`config.mk`:
```
export PLATFORM = sky130hd
export DESIGN_NAME = framed_keyword_command_decoder
export DESIGN_NICKNAME = d
export VERILOG_FILES = /design/src/design/fkcd_pkg.sv /design/src/design/fkcd_match.sv /design/src/design/fkcd_frame.sv /design/src/design/framed_keyword_command_decoder.sv
export SDC_FILE = /design/constraint.sdc
export NUM_CORES = 1
export LEC_CHECK = 0
export BUFFER_PORTS_ARGS = -buffer_cell sky130_fd_sc_hd__buf_2
export CAP_MARGIN = 20
export CORE_MARGIN = 10
export CORE_UTILIZATION = 46
export DETAILED_ROUTE_END_ITERATION = 10
export HOLD_SLACK_MARGIN = 0.02
export PLACE_DENSITY = 0.72
export SYNTH_ARGS = -nofsm -noshare
export SYNTH_HDL_FRONTEND = slang
export SYNTH_SLANG_ARGS = --single-unit
```
`constraint.sdc`:
```
create_clock -name clk -period 1.9 [get_ports clk]
set_input_delay 0.095 -clock clk [delete_from_list [all_inputs] [get_ports clk]]
set_output_delay 0.095 -clock clk [all_outputs]
set_load 0.01 [all_outputs]
```
`src/design/fkcd_pkg.sv`:
```
// Shared types and constants for the framed keyword command decoder.
// Used by fkcd_match, fkcd_frame and framed_keyword_command_decoder; no dependencies.
`default_nettype none

package fkcd_pkg;

  // Size of the command buffer; the write position wraps at this value (8 to 256).
  localparam int unsigned CMD_BUF_SIZE = 32;
  localparam int unsigned WPOS_W       = $clog2(CMD_BUF_SIZE);
  localparam int unsigned WPOS_EXT_W   = WPOS_W + 1;

  // Only the leading bytes of the buffer can ever decide a match: the longest
  // keyword plus its terminating zero.
  localparam int unsigned KEY_BYTES = 8;
  localparam int unsigned KIDX_W    = $clog2(KEY_BYTES);
  localparam int unsigned KW_COUNT  = 6;

  localparam logic [7:0] START_CHAR_RESET = 8'd37;
  localparam logic [7:0] END_CHAR_RESET   = 8'd36;
  localparam logic [7:0] COUNT_MAX        = 8'd255;

  // Configuration register indexes.
  localparam logic REG_START_CHAR = 1'b0;
  localparam logic REG_END_CHAR   = 1'b1;

  // Command codes.
  localparam logic [2:0] CODE_WAKED    = 3'd0;
  localparam logic [2:0] CODE_NO_MATCH = 3'd6;

  typedef logic [7:0] byte_t;
  typedef byte_t key_buf_t [KEY_BYTES];

  // Keywords, zero padded, in priority order.
  localparam byte_t KW_TEXT [KW_COUNT][KEY_BYTES] = '{
    '{"w", "a", "k", "e", "d", 8'h00, 8'h00, 8'h00},
    '{"p", "o", "w", "e", "r", "e", "d", 8'h00},
    '{"o", "r", "d", "e", "r", 8'h00, 8'h00, 8'h00},
    '{"c", "a", "n", "c", "e", "l", 8'h00, 8'h00},
    '{"1", 8'h00, 8'h00, 8'h00, 8'h00, 8'h00, 8'h00, 8'h00},
    '{"o", "f", "f", 8'h00, 8'h00, 8'h00, 8'h00, 8'h00}
  };
  localparam int unsigned KW_LEN [KW_COUNT] = '{5, 7, 5, 6, 1, 3};

  // One processed beat: whether it closes a frame, and the result it carries.
  typedef struct packed {
    logic       fire;
    logic [2:0] code;
    logic [7:0] count;
  } fkcd_result_t;

endpackage

`default_nettype wire

```
`src/design/fkcd_match.sv`:
```
// Keyword matcher: compares the leading command buffer bytes with the keyword table.
// Depends on fkcd_pkg.
`default_nettype none

module fkcd_match (
  input  wire fkcd_pkg::key_buf_t buffer,
  output logic [2:0]              code
);

  logic [fkcd_pkg::KW_COUNT-1:0] hit;

  // A keyword hits when its characters and the zero after it are all present.
  always_comb begin
    for (int i = 0; i < fkcd_pkg::KW_COUNT; i++) begin
      hit[i] = 1'b1;
      for (int k = 0; k < fkcd_pkg::KEY_BYTES; k++) begin
        if (k <= fkcd_pkg::KW_LEN[i] && buffer[k] != fkcd_pkg::KW_TEXT[i][k]) begin
          hit[i] = 1'b0;
        end
      end
    end
  end

  // First hit wins.
  always_comb begin
    code = fkcd_pkg::CODE_NO_MATCH;
    for (int i = fkcd_pkg::KW_COUNT - 1; i >= 0; i--) begin
      if (hit[i]) begin
        code = fkcd_pkg::CODE_WAKED + 3'(i);
      end
    end
  end

endmodule

`default_nettype wire

```
`src/design/fkcd_frame.sv`:
```
// Frame tracker: hunt/collect state, leading command bytes, write position and count.
// Depends on fkcd_pkg and fkcd_match.
`default_nettype none

module fkcd_frame (
  input  wire                         clk,
  input  wire                         rst,
  input  wire                         step,
  input  wire  [7:0]                  data,
  input  wire  [7:0]                  start_char,
  input  wire  [7:0]                  end_char,
  output fkcd_pkg::fkcd_result_t      result
);

  logic                        collecting;
  logic [fkcd_pkg::WPOS_W-1:0] write_pos;
  logic [7:0]                  byte_count;
  fkcd_pkg::key_buf_t          buffer;

  logic [2:0] match_code;
  logic       is_end;
  logic       store_hit;

  fkcd_match u_match (
    .buffer (buffer),
    .code   (match_code)
  );

  assign is_end    = (data == end_char);
  // Bytes stored beyond the leading window never affect a match.
  assign store_hit = fkcd_pkg::WPOS_EXT_W'(write_pos)
                     < fkcd_pkg::WPOS_EXT_W'(fkcd_pkg::KEY_BYTES);

  always_comb begin
    result.fire  = step && collecting && is_end;
    result.code  = match_code;
    result.count = byte_count;
  end

  always_ff @(posedge clk) begin
    if (rst) begin
      collecting <= 1'b0;
      write_pos  <= '0;
      byte_count <= '0;
      for (int k = 0; k < fkcd_pkg::KEY_BYTES; k++) begin
        buffer[k] <= '0;
      end
    end else if (step) begin
      if (!collecting) begin
        if (data == start_char) begin
          collecting <= 1'b1;
          write_pos  <= '0;
          byte_count <= '0;
          for (int k = 0; k < fkcd_pkg::KEY_BYTES; k++) begin
            buffer[k] <= '0;
          end
        end
      end else if (is_end) begin
        collecting <= 1'b0;
        write_pos  <= '0;
      end else begin
        if (store_hit) begin
          buffer[write_pos[fkcd_pkg::KIDX_W-1:0]] <= data;
        end
        if (write_pos == fkcd_pkg::WPOS_W'(fkcd_pkg::CMD_BUF_SIZE - 1)) begin
          write_pos <= '0;
        end else begin
          write_pos <= write_pos + 1'b1;
        end
        if (byte_count != fkcd_pkg::COUNT_MAX) begin
          byte_count <= byte_count + 8'd1;
        end
      end
    end
  end

endmodule

`default_nettype wire

```
`src/design/framed_keyword_command_decoder.sv`:
```
// A frame's closing beat, once accepted, waits in the input register until the frame logic
// advances; the result register loads the result at that same edge. A full result register
// whose output is stalled holds the frame logic back.
// Throughput: one beat per cycle while the result side does not stall.
// The input register takes a new beat while a result waits, as long as the frame logic
// can advance into a free or emptying result register. Reset (rst, synchronous, active
// high) returns to hunting, clears the buffer and counters, and sets the start and end
// characters to '%' and '$'.
// Depends on fkcd_pkg and fkcd_frame.
`default_nettype none

module framed_keyword_command_decoder (
  input  wire        clk,
  input  wire        rst,

  // Configuration write port.
  input  wire        write_enable,
  input  wire        reg_index,
  input  wire  [7:0] write_data,

  // Received bytes.
  input  wire        in_valid,
  output logic       in_stall,
  input  wire  [7:0] rx_byte,

  // Decoded commands.
  output logic       out_valid,
  input  wire        out_stall,
  output logic [2:0] command_code,
  output logic [7:0] frame_bytes
);

  logic [7:0] start_char;
  logic [7:0] end_char;

  // Input register: holds one beat until the frame logic consumes it.
  logic       held_valid;
  logic [7:0] held_byte;

  logic                   advance;
  fkcd_pkg::fkcd_result_t result;

  // The frame logic consumes the held beat whenever the result register can take
  // whatever that beat produces; a beat that closes no frame produces nothing, but we
  // keep the rule uniform so results stay in order.
  assign advance  = held_valid && (!out_valid || !out_stall);
  // A new beat may enter when the register is empty or being emptied this cycle.
  assign in_stall = held_valid && !advance;

  always_ff @(posedge clk) begin
    if (rst) begin
      start_char <= fkcd_pkg::START_CHAR_RESET;
      end_char   <= fkcd_pkg::END_CHAR_RESET;
    end else if (write_enable) begin
      unique case (reg_index)
        fkcd_pkg::REG_START_CHAR: start_char <= write_data;
        fkcd_pkg::REG_END_CHAR:   end_char   <= write_data;
        default:                  ;
      endcase
    end
  end

  always_ff @(posedge clk) begin
    if (rst) begin
      held_valid <= 1'b0;
    end else if (in_valid && !in_stall) begin
      held_valid <= 1'b1;
    end else if (advance) begin
      held_valid <= 1'b0;
    end
  end

  always_ff @(posedge clk) begin
    if (in_valid && !in_stall) begin
      held_byte <= rx_byte;
    end
  end

  fkcd_frame u_frame (
    .clk        (clk),
    .rst        (rst),
    .step       (advance),
    .data       (held_byte),
    .start_char (start_char),
    .end_char   (end_char),
    .result     (result)
  );

  // Result register: loads when a closing beat is processed, drains when taken.
  always_ff @(posedge clk) begin
    if (rst) begin
      out_valid <= 1'b0;
    end else if (result.fire) begin
      out_valid <= 1'b1;
    end else if (!out_stall) begin
      out_valid <= 1'b0;
    end
  end

  always_ff @(posedge clk) begin
    if (result.fire) begin
      command_code <= result.code;
      frame_bytes  <= result.count;
    end
  end

endmodule

`default_nettype wire

```
==> results.yml <==
cts:
  path_clk_slew_ns: 0.06
  insertion_delay_ns: 0.52
  clk_path_buf_depth: 2
  cts.sinks: 115
  cts_buffers: 17
  root_buffer: "clkbuf_8"
  cts_tree: "done"
  htreeDepth: 4
sta:
  clock.fmax_mhz: 489
  fin_skew_ns: 0.0100
  setup_viol: 72
  setup_ws_ns: -0.146
  period_share_pct: 108
  maxSlewHeadroom_pct: 59.1
  finalCriticalPeriod_ns: 2.05
  final_hold_viol_count: 0
  rsz0062_at_grt: "yes"
  worstMarginPinSlew_ns: 0.613
  slew_violations: 0
logic_synthesis:
  ys_top_cells_by_count: "dfxtp_1 (96), inv_1 (46), o32ai_1 (44)"
  synth_top_area_share_pct: 38.0
  synth_edf_count: 19
  syn_avg_cell_area_um2: 9.69
  yosys.area.top_type: "dfxtp_1"
  synthTopCellsByArea: "dfxtp_1 (38%), edfxtp_1 (11%), o32ai_1 (7.6%), inv_1 (3.4%), nand3_1 (3.3%)"
  yosys_warnings: 0
  seq_area_frac_synth_pct: 49.3
  syn-num-nets: 547
  syn_area_um2: 5060
  synth_cell_types: 57
  ys_ff_latch: 115
  yosysMostFrequentCell: "dfxtp_1"
  syn_inst: 522
  ys.flop_type: "dfxtp_1"
  ys_async_sr_fraction_pct: 0
finish:
  drive_gt1_share_pct: 28.8
  final_util_pct: 64.6
  areaGrowthSynthToFinish_pct: 38.0
  final_area_um2: 6980
  insertedDiodeCount: 0
  fin_nets: 664
  multi_input_area_um2: 2560
  register_area_um2: 2490
  fillers: 767
floorplan:
  fp.dieH_um: 125
  start_util_pct: 46.8
  fp.dieW_um: 125
  core_um2: 10800
  die_area_um2: 15600
  io_pins: 35
  rows: 38
route:
  wl_met2_um: 7880
  vias: 4880
  wl_um: 15700
  vias_per_cell: 6.16
  drc: 0
  top_layer: "met4"
  firstDrtPassIters: 5
  met3_length_um: 1220
  drtIter0Drc: 602
  routedWlPerCell_um: 19.8
  antenna_left: 0
  m1WireLength_um: 6120
pwr:
  power_density_nw_per_um2: 818
  max-vdd-ir-drop_mv: 0.560
  p_leak_nw: 2.53
run_status:
  violations: "negative setup slack"
  status: "complete, but fails checks"
placed_design:
  post-dp-hpwl_um: 10200
  io_buffers: 34
  place_area_um2: 5710
  gp_congestion: 0.939
job:
  maxCapViolations: 0
global_routing:
  antenna_found_initial: 0
  gr-total-overflow: 0
  grt_usage_pct: 18.9
  grt_pass1_vias: 4674
  grt_pass1_wl_um: 24400
  grt_max_degree: 55
worst_setup_path:
  setup.worst_path.class: "reg2reg"
  endpoint_kind: "register"
  cp_data_required_time_ns: 2.27
  crit_fanout: 8
  worstSetupPathDepth: 6
  crit_buf_inv: 1
  crit_family: "compound AO/OA/AOI/OAI gates"
  arrival_ns: 2.42
  r2r_slack_ns: -0.15
  slowest_stage: "edfxtp_1"
  r2r_end: "u_frame.buffer[21]"
  reg2reg_from: "held_byte[5]"
  critPathLaunch: "held_byte[5]"
  max_stage_delay_ns: 0.48
  critPathLaunchType: "register"
  worstSetupEndpoint: "u_frame.buffer[21]"
  path_cells: "xnor2_2 > and4_4 > a2111o_1 > buf_8 > a21oi_4 > o32ai_2"
  reg2reg_depth: 6
hold_path:
  hold_path_class: "in2reg"
-- cells in the final DEF, fill, tap and decap left out, types with 6 or more instances in the layout --
master          n
nand2_1        42
clkbuf_16      16
clkbuf_8        6
a31oi_1         6
buf_6           8
dlygate4sd3_1  22
nor4_1          8
nand3_1        32
inv_1          45
a21oi_1        20
edfxtp_1       19
o32ai_1        40
buf_4          57
dfxtp_1        95
nor3_1          6
and3_1         10
buf_2          34
nor2b_1         7
a22o_1         16
xor2_1          7
a2111o_1        6
nand4_1        15
nor2_1          6
-- cell type report --
class | instances | share of cell area [%]
sequential | 115 | 35.7
clock buffer | 27 | 7.19
clock inverter | 5 | 0.377
tap | 140 | 2.51
inverter | 46 | 2.48
multi-input combinational | 332 | 36.7
timing repair buffer | 127 | 15.0
-- worst min path at each step --
| stage | from | to | slack [ns] | cells past startpoint |
|---|---|---|---|---|
| global placement | rx_byte[4] | held_byte[4] | 0.27 | 1 |
| global route | write_enable | start_char[1] | 0.12 | 4 |
| detailed placement | rx_byte[1] | held_byte[1] | 0.27 | 1 |
| finish | write_enable | start_char[3] | 0.09 | 4 |
| CTS | write_enable | start_char[6] | 0.08 | 4 |
| floorplan | rx_byte[0] | held_byte[0] | 0.19 | 0 |
-- state kept, by name, summed over array words and instances (netlist names) --
signal and count:
frame_bytes 8, u_frame.buffer 64, end_char 8, out_valid 1, held_valid 1, command_code 3
u_frame.collecting 1, u_frame.write_pos 5, held_byte 8, start_char 8, u_frame.byte_count 8
-- power breakdown --
group	internal [mW]	total (mW)	switching [mW]
Combinational	0.164	0.331	0.167
Sequential	2.51	2.55	0.0369
Clock	1.77	2.83	1.06
-- per-stage QoR --
stage          hold slack (ns)  setup TNS [ns]  std cells  setup slack [ns]  power [mW]
2_1_floorplan            0.194          -0.406        522           -0.0325        2.71
3_3_place_gp             0.272           -6.87        720            -0.191        2.81
3_5_place_dp             0.274           -9.71        720            -0.207        2.81
4_1_cts                 0.0796           -2.45        786           -0.0850        5.69
5_1_grt                  0.117          -11.18        792            -0.208        5.87
6_report                0.0905           -7.27        792            -0.146        5.71
-- cells by family (layout without fill, tap and decap cells) --
kind of cell / Yosys count / after routing / synth area share [%]
buffers and inverters: 75 / 205 / 5.84
AO/OA/AOI/OAI: 136 / 136 / 21.5
flip-flops: 115 / 115 / 49.3
adder cells (fa/ha/maj): 3 / 3 / 0.742
AND/OR/NAND/NOR: 176 / 176 / 19.6
multiplexers: 1 / 1 / 0.198
XOR/XNOR: 16 / 16 / 2.77
-- per-layer routing --
metal,global-route usage (%),vias up
met5,0,-
met4,8.27,0
li1,-,2227
met3,5.11,46
met2,32.4,261
met1,21.6,2346
-- worst reg2reg max path: cells and delay by family, from the launching register on --
kind            cells  cell delay (ns)
compound gates      3             0.84
simple gates        1             0.22
xor+xnor            1             0.19
flops               1             0.48
buf+inv             1             0.17
-- what timing repair did --
| item | CTS | global route |
|---|---|---|
| cloned | 2 | 1 |
| pin swaps | 19 | 25 |
| endpoints found under the hold margin | 26 | 0 |
| setup buffers | 10 | 5 |
| hold buffers | 22 | 0 |
| endpoints found under the setup margin | 72 | 80 |
| gates resized for setup | 50 | 29 |
Power figures use the tool's default switching activity.
